File: config.mk
export PLATFORM = sky130hd
export DESIGN_NAME = positional_list_engine_core_flat
export DESIGN_NICKNAME = d
export VERILOG_FILES = /design/src/hdl/ple_pkg.sv /design/src/hdl/ple_ifs.sv /design/src/hdl/positional_list_engine_core.sv /design/src/flat_wrapper.sv
export SDC_FILE = /design/constraint.sdc
export NUM_CORES = 1
export LEC_CHECK = 0
export BUFFER_PORTS_ARGS = -buffer_cell sky130_fd_sc_hd__buf_2
export CAP_MARGIN = 15
export CORE_ASPECT_RATIO = 0.5
export CORE_MARGIN = 2
export CORE_UTILIZATION = 60
export CTS_CLUSTER_SIZE = 10
export DETAILED_ROUTE_END_ITERATION = 10
export PLACE_DENSITY = 0.78
export SYNTH_ARGS = -nofsm -noshare
export SYNTH_HDL_FRONTEND = slang
export SYNTH_SLANG_ARGS = --single-unit
File: constraint.sdc
create_clock -name clk -period 9.41 [get_ports clk]
set_clock_uncertainty 0.15 [all_clocks]
set_input_delay 1.4115 -clock clk [delete_from_list [all_inputs] [get_ports clk]]
set_output_delay 1.4115 -clock clk [all_outputs]
set_load 0.01 [all_outputs]
File: src/hdl/ple_pkg.sv
`timescale 1ns / 1ps
// ple_pkg: field widths, operation codes and status codes of the positional list engine
// no dependencies; used by the channel interfaces, the core and its checker

package ple_pkg;

  localparam int OP_W     = 3;
  localparam int VALUE_W  = 3;
  localparam int POS_W    = 6;
  localparam int STATUS_W = 2;
  localparam int COUNT_W  = 6;

  // a dump gives at most this many beats
  localparam int MAX_RESULTS = 32;

  localparam logic [OP_W-1:0] OP_PUSH_FRONT = 3'd0;
  localparam logic [OP_W-1:0] OP_INSERT     = 3'd1;
  localparam logic [OP_W-1:0] OP_REMOVE     = 3'd2;
  localparam logic [OP_W-1:0] OP_CLEAR      = 3'd3;
  localparam logic [OP_W-1:0] OP_DUMP       = 3'd4;

  localparam logic [STATUS_W-1:0] ST_OK    = 2'd0;
  localparam logic [STATUS_W-1:0] ST_OOB   = 2'd1;
  localparam logic [STATUS_W-1:0] ST_EMPTY = 2'd2;
  localparam logic [STATUS_W-1:0] ST_FULL  = 2'd3;

endpackage

File: src/hdl/ple_ifs.sv
`timescale 1ns / 1ps
// ple_cmd_if and ple_rsp_if: valid/ready channels of the positional list engine
// depends on ple_pkg for the field widths

interface ple_cmd_if;
  logic                         valid;
  logic                         ready;
  logic [ple_pkg::OP_W-1:0]     operation;
  logic [ple_pkg::VALUE_W-1:0]  value;
  logic [ple_pkg::POS_W-1:0]    position;

  modport source (output valid, output operation, output value, output position,
                  input ready);
  modport sink   (input valid, input operation, input value, input position,
                  output ready);
endinterface

interface ple_rsp_if;
  logic                          valid;
  logic                          ready;
  logic [ple_pkg::STATUS_W-1:0]  status;
  logic [ple_pkg::VALUE_W-1:0]   item_value;
  logic [ple_pkg::COUNT_W-1:0]   count;
  logic                          is_ordered;
  logic                          last;

  modport source (output valid, output status, output item_value, output count,
                  output is_ordered, output last, input ready);
  modport sink   (input valid, input status, input item_value, input count,
                  input is_ordered, input last, output ready);
endinterface

File: src/hdl/positional_list_engine_core.sv
`timescale 1ns / 1ps
// positional_list_engine_core: ordered list of small values kept in one slot memory
// depends on ple_pkg and the channel interfaces in ple_ifs.sv

// The list lives in a CAPACITY-entry slot memory with one write port and one registered read
// port, so every shift goes through it one entry per cycle. A command is taken only while
// the engine is idle. An insert shifts the values from position p up by one slot and a
// remove shifts those behind p down by one; each is followed by an order scan over the
// values left in the list that stops at the first descent, and then the result is posted.
// Clear, errors and unknown codes go straight to the result. A dump reads one slot per
// beat, at most 32 beats. The result register lets the next command in while the last
// beat still waits to be taken.

module positional_list_engine_core #(
  parameter int CAPACITY = 32
) (
  input  logic           clk,
  input  logic           rst,
  ple_cmd_if.sink        cmd,
  ple_rsp_if.source      rsp
);

  localparam int AW = (CAPACITY > 1) ? $clog2(CAPACITY) : 1;
  localparam int CW = $clog2(CAPACITY + 1);
  localparam int XW = ((CW > ple_pkg::POS_W) ? CW : ple_pkg::POS_W) + 1;

  typedef enum logic [3:0] {
    IDLE, REM_ITEM, MOVE, INS_PUT, SCAN_RD, SCAN_CMP, RESP, DUMP_RD, DUMP_OUT
  } state_t;

  state_t                          state;
  logic [CW-1:0]                   cnt;
  logic                            ordered;
  logic [AW-1:0]                   wptr;
  logic [AW-1:0]                   sptr;
  logic [AW-1:0]                   dptr;
  logic [AW-1:0]                   dend;
  logic [AW-1:0]                   pos_r;
  logic [ple_pkg::VALUE_W-1:0]     val_r;
  logic                            dir_up;
  logic [ple_pkg::VALUE_W-1:0]     prev;
  logic [ple_pkg::STATUS_W-1:0]    res_status;
  logic [ple_pkg::VALUE_W-1:0]     res_item;

  logic                            out_valid;
  logic [ple_pkg::STATUS_W-1:0]    out_status;
  logic [ple_pkg::VALUE_W-1:0]     out_item;
  logic [ple_pkg::COUNT_W-1:0]     out_count;
  logic                            out_ordered;
  logic                            out_last;

  logic [ple_pkg::VALUE_W-1:0]     mem [CAPACITY];
  logic [ple_pkg::VALUE_W-1:0]     rd;
  logic [AW-1:0]                   ra;
  logic                            we;
  logic [AW-1:0]                   wa;
  logic [ple_pkg::VALUE_W-1:0]     wd;

  logic                            accept;
  logic                            out_free;
  logic [XW-1:0]                   cnt_x;
  logic [XW-1:0]                   pos_x;
  logic [XW-1:0]                   ins_x;
  logic [AW-1:0]                   ins_idx;
  logic                            full;

  assign accept   = cmd.valid && (state == IDLE);
  assign out_free = !out_valid || rsp.ready;
  assign cnt_x    = XW'(cnt);
  assign pos_x    = XW'(cmd.position);
  // push front is an insert at position zero
  assign ins_x    = (cmd.operation == ple_pkg::OP_PUSH_FRONT) ? '0 : pos_x;
  assign ins_idx  = AW'(ins_x);
  assign full     = cnt_x >= XW'(CAPACITY);

  assign cmd.ready      = (state == IDLE);
  assign rsp.valid      = out_valid;
  assign rsp.status     = out_status;
  assign rsp.item_value = out_item;
  assign rsp.count      = out_count;
  assign rsp.is_ordered = out_ordered;
  assign rsp.last       = out_last;

  // memory address and write control
  always_comb begin
    ra = dptr;
    we = 1'b0;
    wa = wptr;
    wd = rd;
    case (state)
      IDLE: begin
        if (cmd.operation == ple_pkg::OP_REMOVE) begin
          ra = AW'(cmd.position);
        end else begin
          ra = AW'(cnt - CW'(1));
        end
      end
      REM_ITEM: ra = AW'(pos_r + AW'(1));
      MOVE: begin
        we = 1'b1;
        ra = dir_up ? AW'(wptr + AW'(2)) : AW'(wptr - AW'(2));
      end
      INS_PUT: begin
        we = 1'b1;
        wa = pos_r;
        wd = val_r;
      end
      SCAN_RD, SCAN_CMP: ra = sptr;
      default: ra = dptr;
    endcase
  end

  always_ff @(posedge clk) begin
    if (we) begin
      mem[wa] <= wd;
    end
    rd <= mem[ra];
  end

  always_ff @(posedge clk) begin
    if (rst) begin
      state     <= IDLE;
      cnt       <= '0;
      ordered   <= 1'b1;
      out_valid <= 1'b0;
    end else begin
      if (rsp.ready) begin
        out_valid <= 1'b0;
      end
      case (state)
        IDLE: begin
          if (accept) begin
            res_status <= ple_pkg::ST_OK;
            res_item   <= '0;
            state      <= RESP;
            case (cmd.operation)
              ple_pkg::OP_PUSH_FRONT, ple_pkg::OP_INSERT: begin
                if (cmd.operation == ple_pkg::OP_INSERT && pos_x > cnt_x) begin
                  res_status <= ple_pkg::ST_OOB;
                end else if (full) begin
                  res_status <= ple_pkg::ST_FULL;
                end else begin
                  pos_r <= ins_idx;
                  val_r <= cmd.value;
                  if (ins_x == cnt_x) begin
                    state <= INS_PUT;
                  end else begin
                    wptr   <= AW'(cnt);
                    dir_up <= 1'b0;
                    state  <= MOVE;
                  end
                end
              end
              ple_pkg::OP_REMOVE: begin
                if (cnt == '0) begin
                  res_status <= ple_pkg::ST_EMPTY;
                end else if (pos_x >= cnt_x) begin
                  res_status <= ple_pkg::ST_OOB;
                end else begin
                  pos_r <= AW'(cmd.position);
                  state <= REM_ITEM;
                end
              end
              ple_pkg::OP_CLEAR: begin
                if (cnt == '0) begin
                  res_status <= ple_pkg::ST_EMPTY;
                end else begin
                  cnt     <= '0;
                  ordered <= 1'b1;
                end
              end
              ple_pkg::OP_DUMP: begin
                if (cnt == '0) begin
                  res_status <= ple_pkg::ST_EMPTY;
                end else begin
                  dptr  <= '0;
                  dend  <= (cnt_x > XW'(ple_pkg::MAX_RESULTS)) ?
                           AW'(ple_pkg::MAX_RESULTS - 1) : AW'(cnt - CW'(1));
                  state <= DUMP_RD;
                end
              end
              default: state <= RESP;
            endcase
          end
        end
        REM_ITEM: begin
          res_item <= rd;
          if (XW'(pos_r) + XW'(1) == cnt_x) begin
            cnt     <= cnt - CW'(1);
            sptr    <= '0;
            ordered <= 1'b1;
            state   <= SCAN_RD;
          end else begin
            wptr   <= pos_r;
            dir_up <= 1'b1;
            state  <= MOVE;
          end
        end
        MOVE: begin
          if (dir_up) begin
            if (XW'(wptr) + XW'(2) == cnt_x) begin
              cnt     <= cnt - CW'(1);
              sptr    <= '0;
              ordered <= 1'b1;
              state   <= SCAN_RD;
            end else begin
              wptr <= wptr + AW'(1);
            end
          end else begin
            if (XW'(wptr) == XW'(pos_r) + XW'(1)) begin
              state <= INS_PUT;
            end else begin
              wptr <= wptr - AW'(1);
            end
          end
        end
        INS_PUT: begin
          cnt     <= cnt + CW'(1);
          sptr    <= '0;
          ordered <= 1'b1;
          state   <= SCAN_RD;
        end
        SCAN_RD: begin
          if (cnt_x <= XW'(1)) begin
            state <= RESP;
          end else begin
            state <= SCAN_CMP;
          end
        end
        SCAN_CMP: begin
          // stop at the first descent
          if (sptr != '0 && prev > rd) begin
            ordered <= 1'b0;
            state   <= RESP;
          end else begin
            prev <= rd;
            if (XW'(sptr) + XW'(1) == cnt_x) begin
              state <= RESP;
            end else begin
              sptr  <= sptr + AW'(1);
              state <= SCAN_RD;
            end
          end
        end
        RESP: begin
          if (out_free) begin
            out_valid   <= 1'b1;
            out_status  <= res_status;
            out_item    <= res_item;
            out_count   <= ple_pkg::COUNT_W'(cnt);
            out_ordered <= ordered;
            out_last    <= 1'b1;
            state       <= IDLE;
          end
        end
        DUMP_RD: state <= DUMP_OUT;
        DUMP_OUT: begin
          if (out_free) begin
            out_valid   <= 1'b1;
            out_status  <= ple_pkg::ST_OK;
            out_item    <= rd;
            out_count   <= ple_pkg::COUNT_W'(cnt);
            out_ordered <= ordered;
            out_last    <= (dptr == dend);
            if (dptr == dend) begin
              state <= IDLE;
            end else begin
              dptr  <= dptr + AW'(1);
              state <= DUMP_RD;
            end
          end
        end
        default: state <= IDLE;
      endcase
    end
  end

endmodule

File: src/flat_wrapper.sv
// flat-port wrapper written by rule: the top's interface ports become plain ports
module positional_list_engine_core_flat 
#(
  parameter int CAPACITY = 32
)
  (clk, rst, cmd_valid, cmd_operation, cmd_value, cmd_position, cmd_ready, rsp_valid, rsp_status, rsp_item_value, rsp_count, rsp_is_ordered, rsp_last, rsp_ready);
  ple_cmd_if cmd_i ();
  ple_rsp_if rsp_i ();
  input  logic clk;
  input  logic rst;
  input wire logic [$bits(cmd_i.valid)-1:0] cmd_valid;
  input wire logic [$bits(cmd_i.operation)-1:0] cmd_operation;
  input wire logic [$bits(cmd_i.value)-1:0] cmd_value;
  input wire logic [$bits(cmd_i.position)-1:0] cmd_position;
  output wire logic [$bits(cmd_i.ready)-1:0] cmd_ready;
  output wire logic [$bits(rsp_i.valid)-1:0] rsp_valid;
  output wire logic [$bits(rsp_i.status)-1:0] rsp_status;
  output wire logic [$bits(rsp_i.item_value)-1:0] rsp_item_value;
  output wire logic [$bits(rsp_i.count)-1:0] rsp_count;
  output wire logic [$bits(rsp_i.is_ordered)-1:0] rsp_is_ordered;
  output wire logic [$bits(rsp_i.last)-1:0] rsp_last;
  input wire logic [$bits(rsp_i.ready)-1:0] rsp_ready;
  assign cmd_i.valid = cmd_valid;
  assign cmd_i.operation = cmd_operation;
  assign cmd_i.value = cmd_value;
  assign cmd_i.position = cmd_position;
  assign cmd_ready = cmd_i.ready;
  assign rsp_valid = rsp_i.valid;
  assign rsp_status = rsp_i.status;
  assign rsp_item_value = rsp_i.item_value;
  assign rsp_count = rsp_i.count;
  assign rsp_is_ordered = rsp_i.is_ordered;
  assign rsp_last = rsp_i.last;
  assign rsp_i.ready = rsp_ready;
  positional_list_engine_core #(.CAPACITY(CAPACITY)) u_core (.clk(clk), .rst(rst), .cmd(cmd_i), .rsp(rsp_i));
endmodule
==> impl_metrics.csv <==
group,metric,value,unit
synthesis,synthTopCellsByCount,"edfxtp_1 (146), nor2_1 (82), nand2_1 (56), xnor2_1 (36), mux2i_1 (32)",
die,dieArea,15600,sq um
die,die-width,175,microns
clock_network,htree_levels,4,
synthesis,yosys_warnings,0,
worst_setup_path,worstPathRequired,9.62,ns
timing,final.setup.tns,0,ns
routing,dr.pass1.iters,8,
synthesis,yosys.area_share.simple,0.142,
worst_setup_path,timing.critical_path.from,"u_core.cnt[1]",
worst_setup_path,end_kind,"flop",
synthesis,synth_compound_area_frac,0.115,
cells_and_area,nNetsFinal,813,
run_status,status,"completed",
grt,grt_overflow,0,
hold_path,min_path_cells,0,
routing,ant_nets,0,
routing,post_drt_via_cell_ratio,6.47,
clock_network,cts_hold_buf,0,
clock_network,clk_latency,0.43,ns
power_and_ir_drop,irDropWorstVdd,192,uV
clock_network,numCtsBuffers,17,
synthesis,synth.most_common_cell,"edfxtp_1",
synthesis,ys_ff_latch,161,
synthesis,syn-num-nets,801,
cells_and_area,antennaDiodeCount,0,
routing,wire_per_inst,21.5,microns
synthesis,synth_cell_types,78,
worst_setup_path,path_max_fanout,15,
clock_network,cts_resized,0,
synthesis,avgSynthCellArea,11.4,sq um
synthesis,ys_seq_area_frac,0.537,
job,cap_viol_max_count,0,
die,rows,31,
placed_design,place_congestion,1.01,
routing,drt_iter0_markers,818,
die,initial_core_util,0.608,
worst_setup_path,cp-start-kind,"flop",
timing,fmax,0.254,GHz
clock_network,cts_setup_buffers,0,
worst_setup_path,crit-reg2reg-launch,"u_core.cnt[1]",
timing,setup_viol,0,
die,io-pin-count,31,
routing,wirelength,21200,microns
grt,grt_max_degree,45,
synthesis,async_flop_share,0,
die,fp.coreArea,14400,sq um
worst_setup_path,cp.arrival,4.15,ns
die,fp.dieH,89.3,microns
clock_network,clkTransAtPathRegs,0.07,ns
synthesis,synth_xor_area_frac,0.0510,
placed_design,numPortBuffers,30,
synthesis,yosysTopAreaCellShare,0.502,
worst_setup_path,crit_type,"flop to flop",
clock_network,clockBufferDepth,2,
timing,min_period,3.94,ns
timing,maxSlewHeadroom,0.252,
timing,fin_crit_sh,0.419,
synthesis,synth_top_area_cell,"edfxtp_1",
clock_network,clkSinkCount,161,
cells_and_area,syn_to_final_growth,9.63,%
synthesis,synth.area.mux_share,0.0793,
synthesis,synthAdderAreaFrac,0.0333,
placed_design,hpwlAfterDp,14500,microns
worst_setup_path,ff2ff_path_depth,9,
synthesis,synthFlopType,"edfxtp_1",
timing,slew_viol_final,0,
power_and_ir_drop,power,3430,uW
synthesis,synth_area_leaders,"edfxtp_1 (50%), mux2i_1 (3.7%), xnor2_1 (3.6%)",
clock_network,cts_root_buffer,"clkbuf_16",
synthesis,synth_top_family_by_area,"simple AND/OR/NAND/NOR gates",
worst_setup_path,reg2reg_slack,5.47,ns
cells_and_area,final_util,0.667,
timing,rsz0062_at_grt,"false",
timing,hold_viol,0,
clock_network,cts_tree,"done",
power_and_ir_drop,p_leak,0.00326,uW
hold_path,min_from,"u_core.ordered",
timing,tightest_slew,1.11,ns
cells_and_area,final_layout_size_suffix_gt1_frac,0.152,
synthesis,synth_edf_count,146,
grt,track_usage,0.286,
power_and_ir_drop,p_per_area,359,nW/um^2
synthesis,synth_cells,763,
routing,num_vias,6378,
synthesis,syn_area,8730,sq um
routing,drc,0,
cells_and_area,stdcell_area,9570,sq um
hold_path,hold_class,"flop to flop",
placed_design,place_area,8940,sq um
grt,grt_pass1_wl,33300,microns
timing,hold_slack,0.297,ns
grt,grt_pass1_vias,6013,
grt,antenna_found_initial,0,
-- metal layers --
layer | track usage | vias to the layer above | part of all wire | routed length (microns)
li1 | - | 2871 | - | -
met1 | 0.399 | 3085 | 0.42 | 8950
met2 | 0.455 | 383 | 0.46 | 9730
met3 | 0.0676 | 39 | 0.10 | 2150
met4 | 0.0841 | 0 | 0.019 | 397
met5 | 0 | - | 0 | 0
-- power by group --
group | leakage (uW) | internal [uW] | switching (uW) | total [uW]
Combinational | 0.00154 | 687 | 992 | 1680
Clock | 0.000277 | 356 | 329 | 685
Sequential | 0.00144 | 951 | 118 | 1070
-- kinds of logic after synthesis --
group / count (synthesis)
buffers and inverters: 76
and+or+nand+nor: 252
xor gates and xnor gates: 50
adders and majority gates: 22
AOI/OAI and AO/OA: 147
DFF: 161
muxes: 55
-- flip-flops by register name, indices dropped and copies added, names as in the netlist, 3 cells and up --
signal                 count
u_core.cnt                 6
u_core.dend                5
u_core.dptr                5
u_core.mem                96
u_core.pos_r               5
u_core.prev                3
u_core.rd                  3
u_core.res_item            3
u_core.rsp.count           6
u_core.rsp.item_value      3
u_core.sptr                5
u_core.state               4
u_core.val_r               3
u_core.wptr                5
-- layout make-up --
type                            instances  area, sq um
Fill cell                            1098         4780
Sequential cell                       161         4680
Multi-Input combinational cell        526         3690
Clock buffer                           17          425
Timing Repair Buffer                   41          254
Tap cell                              198          248
Clock inverter                         15          160
Inverter                               28          105
-- cells in the final DEF, fill, tap and decap left out, types with 17 or more instances in the layout --
cell type  count
clkbuf_16     17
nor2_1        82
nand2_1       56
inv_1         24
buf_2         30
edfxtp_1     146
nor3_1        17
mux2i_1       32
a21oi_1       27
ha_1          20
o21ai_0       23
nand3_1       23
xnor2_1       36
-- through the flow --
stage                     instances  setup slack [ns]
after floorplan                 763              5.49
after global placement          951              5.02
after detailed placement        951              4.87
after CTS                       983              5.33
after global routing            986              5.31
final                           986              5.47
-- final timing paths --
check / to
worst min-delay path: u_core.rsp.is_ordered
worst max register to register: u_core.rd[2]
worst max-delay path: u_core.rd[2]
worst min register to register: u_core.rsp.is_ordered
-- worst max-delay path, cell delays in order (launching register included) --
cell and delay (ns):
dfxtp_1 0.79, inv_1 0.35, ha_1 0.42, xor2_1 0.20
mux2_1 0.34, a221o_1 0.36, o21ai_2 0.33, mux4_2 0.59
nor2b_1 0.15, a211oi_2 0.18
Power figures use the tool's default switching activity.
